## config.mk

```make
export PLATFORM = sky130hd
export DESIGN_NAME = text_to_unsigned_parser
export DESIGN_NICKNAME = d
export VERILOG_FILES = /design/src/rtl/tup_pkg.sv /design/src/rtl/tup_core.sv /design/src/rtl/text_to_unsigned_parser.sv
export SDC_FILE = /design/constraint.sdc
export NUM_CORES = 1
export LEC_CHECK = 0
export ABC_AREA = 1
export ABC_CLOCK_PERIOD_IN_PS = 5000
export CAP_MARGIN = 40
export CORE_MARGIN = 2
export CORE_UTILIZATION = 55
export CTS_BUF_LIST = sky130_fd_sc_hd__clkbuf_8 sky130_fd_sc_hd__clkbuf_16
export DETAILED_ROUTE_END_ITERATION = 10
export DONT_BUFFER_PORTS = 1
export PLACE_DENSITY = 0.74
export SLEW_MARGIN = 20
export SYNTH_ARGS = -nofsm -noshare
export SYNTH_HDL_FRONTEND = slang
export SYNTH_SLANG_ARGS = --single-unit
```

## constraint.sdc

```tcl
create_clock -name aclk -period 5 [get_ports aclk]
set_input_delay 1 -clock aclk [delete_from_list [all_inputs] [get_ports aclk]]
set_output_delay 1 -clock aclk [all_outputs]
set_load 0.01 [all_outputs]
```

## src/rtl/tup_pkg.sv

```systemverilog
package tup_pkg;

    localparam int CHARS_W = 16;
    localparam int RADIX_W = 5;
    localparam int CFG_W   = 5;

    localparam logic [7:0] CHAR_ZERO = 8'h30;
    localparam logic [7:0] CHAR_NINE = 8'h39;
    localparam logic [7:0] CHAR_LC_A = 8'h61;
    localparam logic [7:0] CHAR_LC_F = 8'h66;
    localparam logic [7:0] CHAR_UC_A = 8'h41;
    localparam logic [7:0] CHAR_UC_F = 8'h46;
    localparam logic [7:0] CHAR_LC_X = 8'h78;
    localparam logic [7:0] CHAR_UC_X = 8'h58;
    localparam logic [3:0] HEX_TEN   = 4'ha;

    localparam logic [RADIX_W-1:0] BASE_AUTO = 5'd0;
    localparam logic [RADIX_W-1:0] RADIX_OCT = 5'd8;
    localparam logic [RADIX_W-1:0] RADIX_DEC = 5'd10;
    localparam logic [RADIX_W-1:0] RADIX_HEX = 5'd16;

    localparam logic REG_GIVEN_BASE  = 1'b0;
    localparam logic REG_PREFIX_RULE = 1'b1;

    typedef struct packed {
        logic [RADIX_W-1:0] given_base;
        logic               prefix_rule;
    } cfg_t;

    typedef enum logic [3:0] {
        PH_IDLE   = 4'b0001,
        PH_ZERO   = 4'b0010,
        PH_ZEROX  = 4'b0100,
        PH_DIGITS = 4'b1000
    } phase_t;

    // bit 4: character is a hex digit, bits 3:0: its value
    function automatic logic [4:0] hex_digit(input logic [7:0] c);
        logic [4:0] r;
        r = 5'd0;
        if (c >= CHAR_ZERO && c <= CHAR_NINE) begin
            r = {1'b1, 4'(c - CHAR_ZERO)};
        end else if (c >= CHAR_LC_A && c <= CHAR_LC_F) begin
            r = {1'b1, 4'(c - CHAR_LC_A) + HEX_TEN};
        end else if (c >= CHAR_UC_A && c <= CHAR_UC_F) begin
            r = {1'b1, 4'(c - CHAR_UC_A) + HEX_TEN};
        end
        return r;
    endfunction

endpackage

```

## src/rtl/tup_core.sv

```systemverilog
module tup_core #(
    parameter int VALUE_BITS = 64,
    parameter int COUNT_BITS = 16
) (
    input  logic                         aclk,
    input  logic                         aresetn,
    input  tup_pkg::cfg_t                cfg,
    input  logic                         step_fire,
    input  logic [7:0]                   char_in,
    input  logic                         start_flag,
    output logic                         emit,
    output logic [VALUE_BITS-1:0]        res_number,
    output logic [tup_pkg::CHARS_W-1:0]  res_chars,
    output logic [tup_pkg::RADIX_W-1:0]  res_radix
);
    import tup_pkg::*;

    phase_t                phase_reg, phase_next;
    logic [RADIX_W-1:0]    radix_reg, radix_next;
    logic [VALUE_BITS-1:0] acc_reg, acc_next;
    logic [COUNT_BITS-1:0] cnt_reg, cnt_next;

    logic [4:0]            dig;
    logic                  is_x;
    logic                  start_zero;
    logic [RADIX_W-1:0]    start_radix;
    logic [RADIX_W-1:0]    tk_radix;
    logic [VALUE_BITS-1:0] tk_acc;
    logic [COUNT_BITS-1:0] tk_cnt;
    logic                  dig_ok;
    logic [VALUE_BITS-1:0] mac;
    logic [COUNT_BITS-1:0] cnt_inc;
    logic                  take;

    always_comb begin
        dig         = hex_digit(char_in);
        is_x        = (char_in == CHAR_LC_X) || (char_in == CHAR_UC_X);
        start_zero  = (char_in == CHAR_ZERO) &&
                      (cfg.given_base == BASE_AUTO || cfg.given_base == RADIX_HEX ||
                       cfg.prefix_rule);
        start_radix = (cfg.given_base != BASE_AUTO) ? cfg.given_base :
                      (start_zero ? RADIX_OCT : RADIX_DEC);
        tk_radix    = start_flag ? start_radix : radix_reg;
        tk_acc      = start_flag ? '0 : acc_reg;
        tk_cnt      = start_flag ? '0 : cnt_reg;
        dig_ok      = dig[4] && (5'(dig[3:0]) < tk_radix);
        mac         = tk_acc * VALUE_BITS'(tk_radix) + VALUE_BITS'(dig[3:0]);
        cnt_inc     = (tk_cnt == '1) ? tk_cnt : tk_cnt + 1'b1;
    end

    always_comb begin
        phase_next = phase_reg;
        radix_next = radix_reg;
        acc_next   = acc_reg;
        cnt_next   = cnt_reg;
        emit       = 1'b0;
        res_number = tk_acc;
        res_chars  = CHARS_W'(tk_cnt);
        res_radix  = tk_radix;
        take       = 1'b0;
        if (start_flag) begin
            acc_next   = '0;
            cnt_next   = '0;
            radix_next = start_radix;
            if (start_zero) begin
                cnt_next   = COUNT_BITS'(1);
                phase_next = PH_ZERO;
            end else begin
                take = 1'b1;
            end
        end else begin
            case (phase_reg)
                PH_ZERO: begin
                    if (is_x) begin
                        if (cfg.prefix_rule) begin
                            radix_next = RADIX_HEX;
                            cnt_next   = COUNT_BITS'(2);
                            phase_next = PH_DIGITS;
                        end else if (cfg.given_base == RADIX_HEX) begin
                            cnt_next   = COUNT_BITS'(2);
                            phase_next = PH_DIGITS;
                        end else begin
                            phase_next = PH_ZEROX;
                        end
                    end else begin
                        take = 1'b1;
                    end
                end
                PH_ZEROX: begin
                    if (dig[4]) begin
                        radix_next = RADIX_HEX;
                        acc_next   = VALUE_BITS'(dig[3:0]);
                        cnt_next   = COUNT_BITS'(3);
                        phase_next = PH_DIGITS;
                    end else begin
                        // lone "0x": report the zero only
                        emit       = 1'b1;
                        res_number = '0;
                        res_chars  = CHARS_W'(1);
                        res_radix  = RADIX_OCT;
                        phase_next = PH_IDLE;
                    end
                end
                PH_DIGITS: take = 1'b1;
                default: ;
            endcase
        end
        if (take) begin
            phase_next = PH_DIGITS;
            if (dig_ok) begin
                acc_next = mac;
                cnt_next = cnt_inc;
            end else begin
                emit       = 1'b1;
                phase_next = PH_IDLE;
            end
        end
    end

    always_ff @(posedge aclk) begin
        if (!aresetn) begin
            phase_reg <= PH_IDLE;
            radix_reg <= '0;
            acc_reg   <= '0;
            cnt_reg   <= '0;
        end else if (step_fire) begin
            phase_reg <= phase_next;
            radix_reg <= radix_next;
            acc_reg   <= acc_next;
            cnt_reg   <= cnt_next;
        end
    end

endmodule

```

## src/rtl/text_to_unsigned_parser.sv

```systemverilog
// Unsigned number parser for a character stream.
// Input beats carry one character on s_tdata and a start mark on s_tuser;
// a marked beat begins a new number and drops any unfinished one. The
// radix comes from given_base (register 0) or, when it is 0, from a "0" or
// "0x" prefix; prefix_rule (register 1) selects strict or forcing "0x".
// Registers are written via cfg_we/cfg_addr/cfg_wdata; the user must do so
// only while idle, which the block does not enforce. One result beat
// leaves on m_tdata when the first non-digit arrives, so every number must
// end with a terminator character. An accepted beat is held in the input
// register, its result in the output register. Throughput: one beat per
// cycle unless a result stalls, set by the single multiply-add on the
// accumulator feedback. Reset clears the configuration, the parse state
// and both valid flags. When m_tready is low with a result held, the input
// register fills and s_tready drops until the result beat is taken.
module text_to_unsigned_parser #(
    parameter int VALUE_BITS = 64,
    parameter int COUNT_BITS = 16
) (
    input  logic                          aclk,
    input  logic                          aresetn,
    input  logic                          cfg_we,
    input  logic                          cfg_addr,
    input  logic [tup_pkg::CFG_W-1:0]     cfg_wdata,
    input  logic                          s_tvalid,
    output logic                          s_tready,
    input  logic [7:0]                    s_tdata,   // char_in
    input  logic                          s_tuser,   // start_flag
    output logic                          m_tvalid,
    input  logic                          m_tready,
    // number, chars_used, radix_used, zero pad
    output logic [((VALUE_BITS + tup_pkg::CHARS_W + tup_pkg::RADIX_W + 7) / 8) * 8 - 1:0]
                                          m_tdata
);
    import tup_pkg::*;

    localparam int OUT_BITS = VALUE_BITS + CHARS_W + RADIX_W;

    cfg_t                  cfg_reg, cfg_next;

    logic                  in_valid_reg, in_valid_next;
    logic [7:0]            in_char_reg;
    logic                  in_start_reg;

    logic                  out_valid_reg, out_valid_next;
    logic [OUT_BITS-1:0]   out_data_reg;

    logic                  s_fire;
    logic                  step_fire;
    logic                  emit;
    logic [VALUE_BITS-1:0] res_number;
    logic [CHARS_W-1:0]    res_chars;
    logic [RADIX_W-1:0]    res_radix;

    tup_core #(
        .VALUE_BITS (VALUE_BITS),
        .COUNT_BITS (COUNT_BITS)
    ) u_core (
        .aclk       (aclk),
        .aresetn    (aresetn),
        .cfg        (cfg_reg),
        .step_fire  (step_fire),
        .char_in    (in_char_reg),
        .start_flag (in_start_reg),
        .emit       (emit),
        .res_number (res_number),
        .res_chars  (res_chars),
        .res_radix  (res_radix)
    );

    always_comb begin
        cfg_next = cfg_reg;
        if (cfg_we) begin
            case (cfg_addr)
                REG_GIVEN_BASE:  cfg_next.given_base  = cfg_wdata[RADIX_W-1:0];
                REG_PREFIX_RULE: cfg_next.prefix_rule = cfg_wdata[0];
                default: ;
            endcase
        end
    end

    // advance the held character only when a result has room
    assign step_fire = in_valid_reg && (!out_valid_reg || m_tready);
    assign s_tready  = !in_valid_reg || step_fire;
    assign s_fire    = s_tvalid && s_tready;

    always_comb begin
        in_valid_next = in_valid_reg;
        if (s_fire) begin
            in_valid_next = 1'b1;
        end else if (step_fire) begin
            in_valid_next = 1'b0;
        end
        out_valid_next = out_valid_reg;
        if (step_fire && emit) begin
            out_valid_next = 1'b1;
        end else if (m_tready) begin
            out_valid_next = 1'b0;
        end
    end

    always_ff @(posedge aclk) begin
        if (!aresetn) begin
            cfg_reg       <= '0;
            in_valid_reg  <= 1'b0;
            out_valid_reg <= 1'b0;
        end else begin
            cfg_reg       <= cfg_next;
            in_valid_reg  <= in_valid_next;
            out_valid_reg <= out_valid_next;
        end
    end

    always_ff @(posedge aclk) begin
        if (s_fire) begin
            in_char_reg  <= s_tdata;
            in_start_reg <= s_tuser;
        end
        if (step_fire && emit) begin
            out_data_reg <= {res_radix, res_chars, res_number};
        end
    end

    assign m_tvalid = out_valid_reg;

    always_comb begin
        m_tdata               = '0;
        m_tdata[OUT_BITS-1:0] = out_data_reg;
    end

    a_emit_shows: assert property (@(posedge aclk) disable iff (!aresetn)
        (step_fire && emit) |=> m_tvalid)
        else $error("result beat lost after emit");

    a_stall_holds_core: assert property (@(posedge aclk) disable iff (!aresetn)
        (out_valid_reg && !m_tready) |-> !step_fire)
        else $error("parser advanced while result stalled");

    a_radix_nonzero: assert property (@(posedge aclk) disable iff (!aresetn)
        m_tvalid |-> (m_tdata[OUT_BITS-1:VALUE_BITS+CHARS_W] != BASE_AUTO))
        else $error("result carries zero radix");

endmodule
```

==> impl_metrics.tcl <==
set metrics [dict create \
    outcome "complete, no violations" \
    rr_worst_depth 19 \
    fillers 3629 \
    die_area_um2 40400 \
    initial_utilization_pct 55.5 \
    synth_edf_count 94 \
    hold_ws_ns 0.467 \
    arrival_ns 5.24 \
    htree_levels 4 \
    vias 20131 \
    synth-seq-cells 191 \
    netlist_area_um2 21300 \
    synth_top_area_cell "fa_1" \
    cts_tree "built" \
    grt_setup_unrepaired "yes" \
    hpwl_mm 50.5 \
    p_leak_nw 12.0 \
    core-area_um2 38500 \
    syn2layout_area_growth_pct 9.83 \
    rows 72 \
    clk_pin_slew_worst_paths_ns 0.08 \
    worstPathMaxFanout 18 \
    cts_buffers 17 \
    viasPerCell 5.44 \
    place_congestion 1.05 \
    min_path_type "reg -> reg" \
    grt_max_degree 65 \
    die_w_um 201 \
    drc 0 \
    syn_inst 3148 \
    slew_violations 0 \
    hold_viol 0 \
    required_ns 5.44 \
    ant_nets 0 \
    drt_iter0_markers 1650 \
    wl_per_cell_um 17.6 \
    grt_pass1_vias 20359 \
    overflow 0 \
    max-cap-violations 0 \
    reg2reg_slack_ns 0.20 \
    async_flop_share_pct 0 \
    pin_count 110 \
    ctsHoldBuffers 0 \
    ir_drop_uv 268 \
    regArea_um2 4760 \
    r2r_end "u_core.acc_reg[43]" \
    grt.busiest_layer "met2" \
    yosys_warnings 0 \
    portBuffers 0 \
    grt_pass1_wl_mm 105 \
    postRouteWirelength_mm 65.3 \
    largest_reg_flops 85 \
    fin_crit_sh_pct 95.9 \
    use_met1_pct 43.3 \
    cts.sinks 191 \
    fmax_mhz 208 \
    synth_commonest_cells "inv_1, nand2_1, nor2_1, a21oi_1, fa_1" \
    clock_tree.buffer_depth 2 \
    fin_util_pct 60.9 \
    path_class "reg -> reg" \
    hold_start "u_core.cnt_reg[10]" \
    rr_startpoint "in_start_reg" \
    yosysTopAreaCellShare_pct 17.1 \
    dp.cells 3661 \
    antenna_found_initial 1 \
    instances_no_fill 3702 \
    multi_input_area_um2 13800 \
    first_pass_iters 5 \
    period_minus_slack_ns 4.80 \
    holdPathEnd "u_core.cnt_reg[10]" \
    yosysMostFrequentCell "inv_1" \
    ys.flop_type "dfxtp_1" \
    root_buffer "clkbuf_16" \
    fp.dieH_um 201 \
    setup_tns_ns 0 \
    avgSynthCellArea_um2 6.78 \
    setup_viol 0 \
    grt_usage_pct 32.9 \
    setup.worst_path.start_class "flip-flop" \
    p_per_area_nw_per_um2 153 \
    drive_gt1_share_pct 9.05 \
    fin_skew_ns 0.0138 \
    hold_depth 2 \
    ys_types 45 \
    critPathCaptureType "flip-flop" \
    synth-seq-area-share_pct 22.3 \
    clkLatencyLatePin_ns 0.52 \
    grtUsageMet2_pct 54.6 \
    worst_pin_slew_ns 0.827 \
    max_slew_margin_pct 44.9 \
    ys_top_cells_by_area "fa_1, edfxtp_1, inv_1" \
    layout.nets 3506 \
    use_met3_pct 4.92 \
]
-- layout make-up --
cell class | count | share of cell area [%]
Timing Repair Buffer | 100 | 4.11
Antenna cell | 1 | 0.0107
Tap cell | 518 | 2.77
Sequential cell | 191 | 20.3
Multi-Input combinational cell | 2138 | 58.8
Inverter | 722 | 11.6
Clock inverter | 15 | 0.619
Clock buffer | 17 | 1.82
-- layer usage --
metal  vias to the layer above  part of all wire (%)
li1                       9644                     -
met1                      9615                    43
met2                       755                    47
met3                       117                   7.1
met4                         0                   3.0
met5                         -                     0
-- repair_timing --
item / 4_1_cts / 5_1_grt
setup buffers: 2 / 5
resized for setup: 6 / 125
cloned: 0 / 1
pin swaps: 1 / 13
endpoints found under the setup margin: 15 / 53
-- how the worst max path moves through the flow --
stage / startpoint / endpoint / slack, ns
floorplan: in_char_reg[0] / u_core.acc_reg[42] / 0.40
global placement: in_char_reg[0] / u_core.acc_reg[56] / 0.09
detailed placement: in_char_reg[0] / u_core.acc_reg[26] / -0.15
CTS: in_char_reg[1] / u_core.acc_reg[58] / 0.02
global route: in_char_reg[1] / u_core.acc_reg[55] / -0.05
finish: in_start_reg / u_core.acc_reg[43] / 0.20
-- cells in the final DEF, fill, tap and decap left out, types with 4 or more instances in the layout --
cell type  count
xor2_1        32
edfxtp_1      94
inv_1        703
inv_6          4
nor2_1       515
fa_1         181
o21ai_0      135
buf_12        13
nand2_4        7
ha_1         125
o21bai_1       7
nor2_2        45
clkbuf_16     18
o21ai_1       42
ha_2           9
inv_2         15
nor3_2         5
buf_4         83
nand2_2       37
a31oi_1       12
nor3b_2        4
nor4_1         4
a21oi_1      180
nand3_1      114
nand4_1       21
dfxtp_1       97
o22ai_1        5
xnor2_1       10
nand3b_1      11
nor3_1        24
nand2_1      558
nor3b_1        4
a21o_1         7
nand3_2       11
inv_8          4
a21oi_2       12
-- through the flow --
stage               cell area [um^2]  setup WS [ns]  power [mW]
CTS                            23000         0.0170        3.58
detailed placement             22400         -0.152        2.19
finish                         23400          0.203        3.58
global placement               22400         0.0857        2.18
floorplan                      21300          0.405        2.06
global route                   23400        -0.0473        3.71
-- critical path: stages (launching register included) --
cell and delay (ns):
edfxtp_1 0.50, inv_4 0.15, buf_12 0.21, nand2_2 0.14, nor2_1 0.15, fa_1 0.46
fa_1 0.50, inv_1 0.05, fa_1 0.50, inv_1 0.05, ha_1 0.33, a21oi_1 0.21
o21ai_0 0.21, a21oi_1 0.31, nor2_1 0.07, nor2_1 0.20, nand3_1 0.24, xor2_1 0.21
nand2_1 0.07, a21oi_1 0.14
-- logic make-up after synthesis --
family / after synthesis / share of synthesized area (%)
buffers and inverters: 821 / 14.8
other: 1 / 0.0176
AO/OA/AOI/OAI: 410 / 10.0
flip-flops: 191 / 22.3
adder cells (fa/ha/maj): 316 / 24.9
AND/OR/NAND/NOR: 1367 / 26.1
XOR/XNOR: 42 / 1.72
-- report_power, final --
group | leakage (nW) | internal (mW) | total (mW) | switching (mW)
logic | 10.1 | 0.126 | 0.420 | 0.294
clock network | 0.279 | 0.659 | 1.39 | 0.735
registers | 1.64 | 1.71 | 1.76 | 0.0503
(Power assumes the default switching activity.)
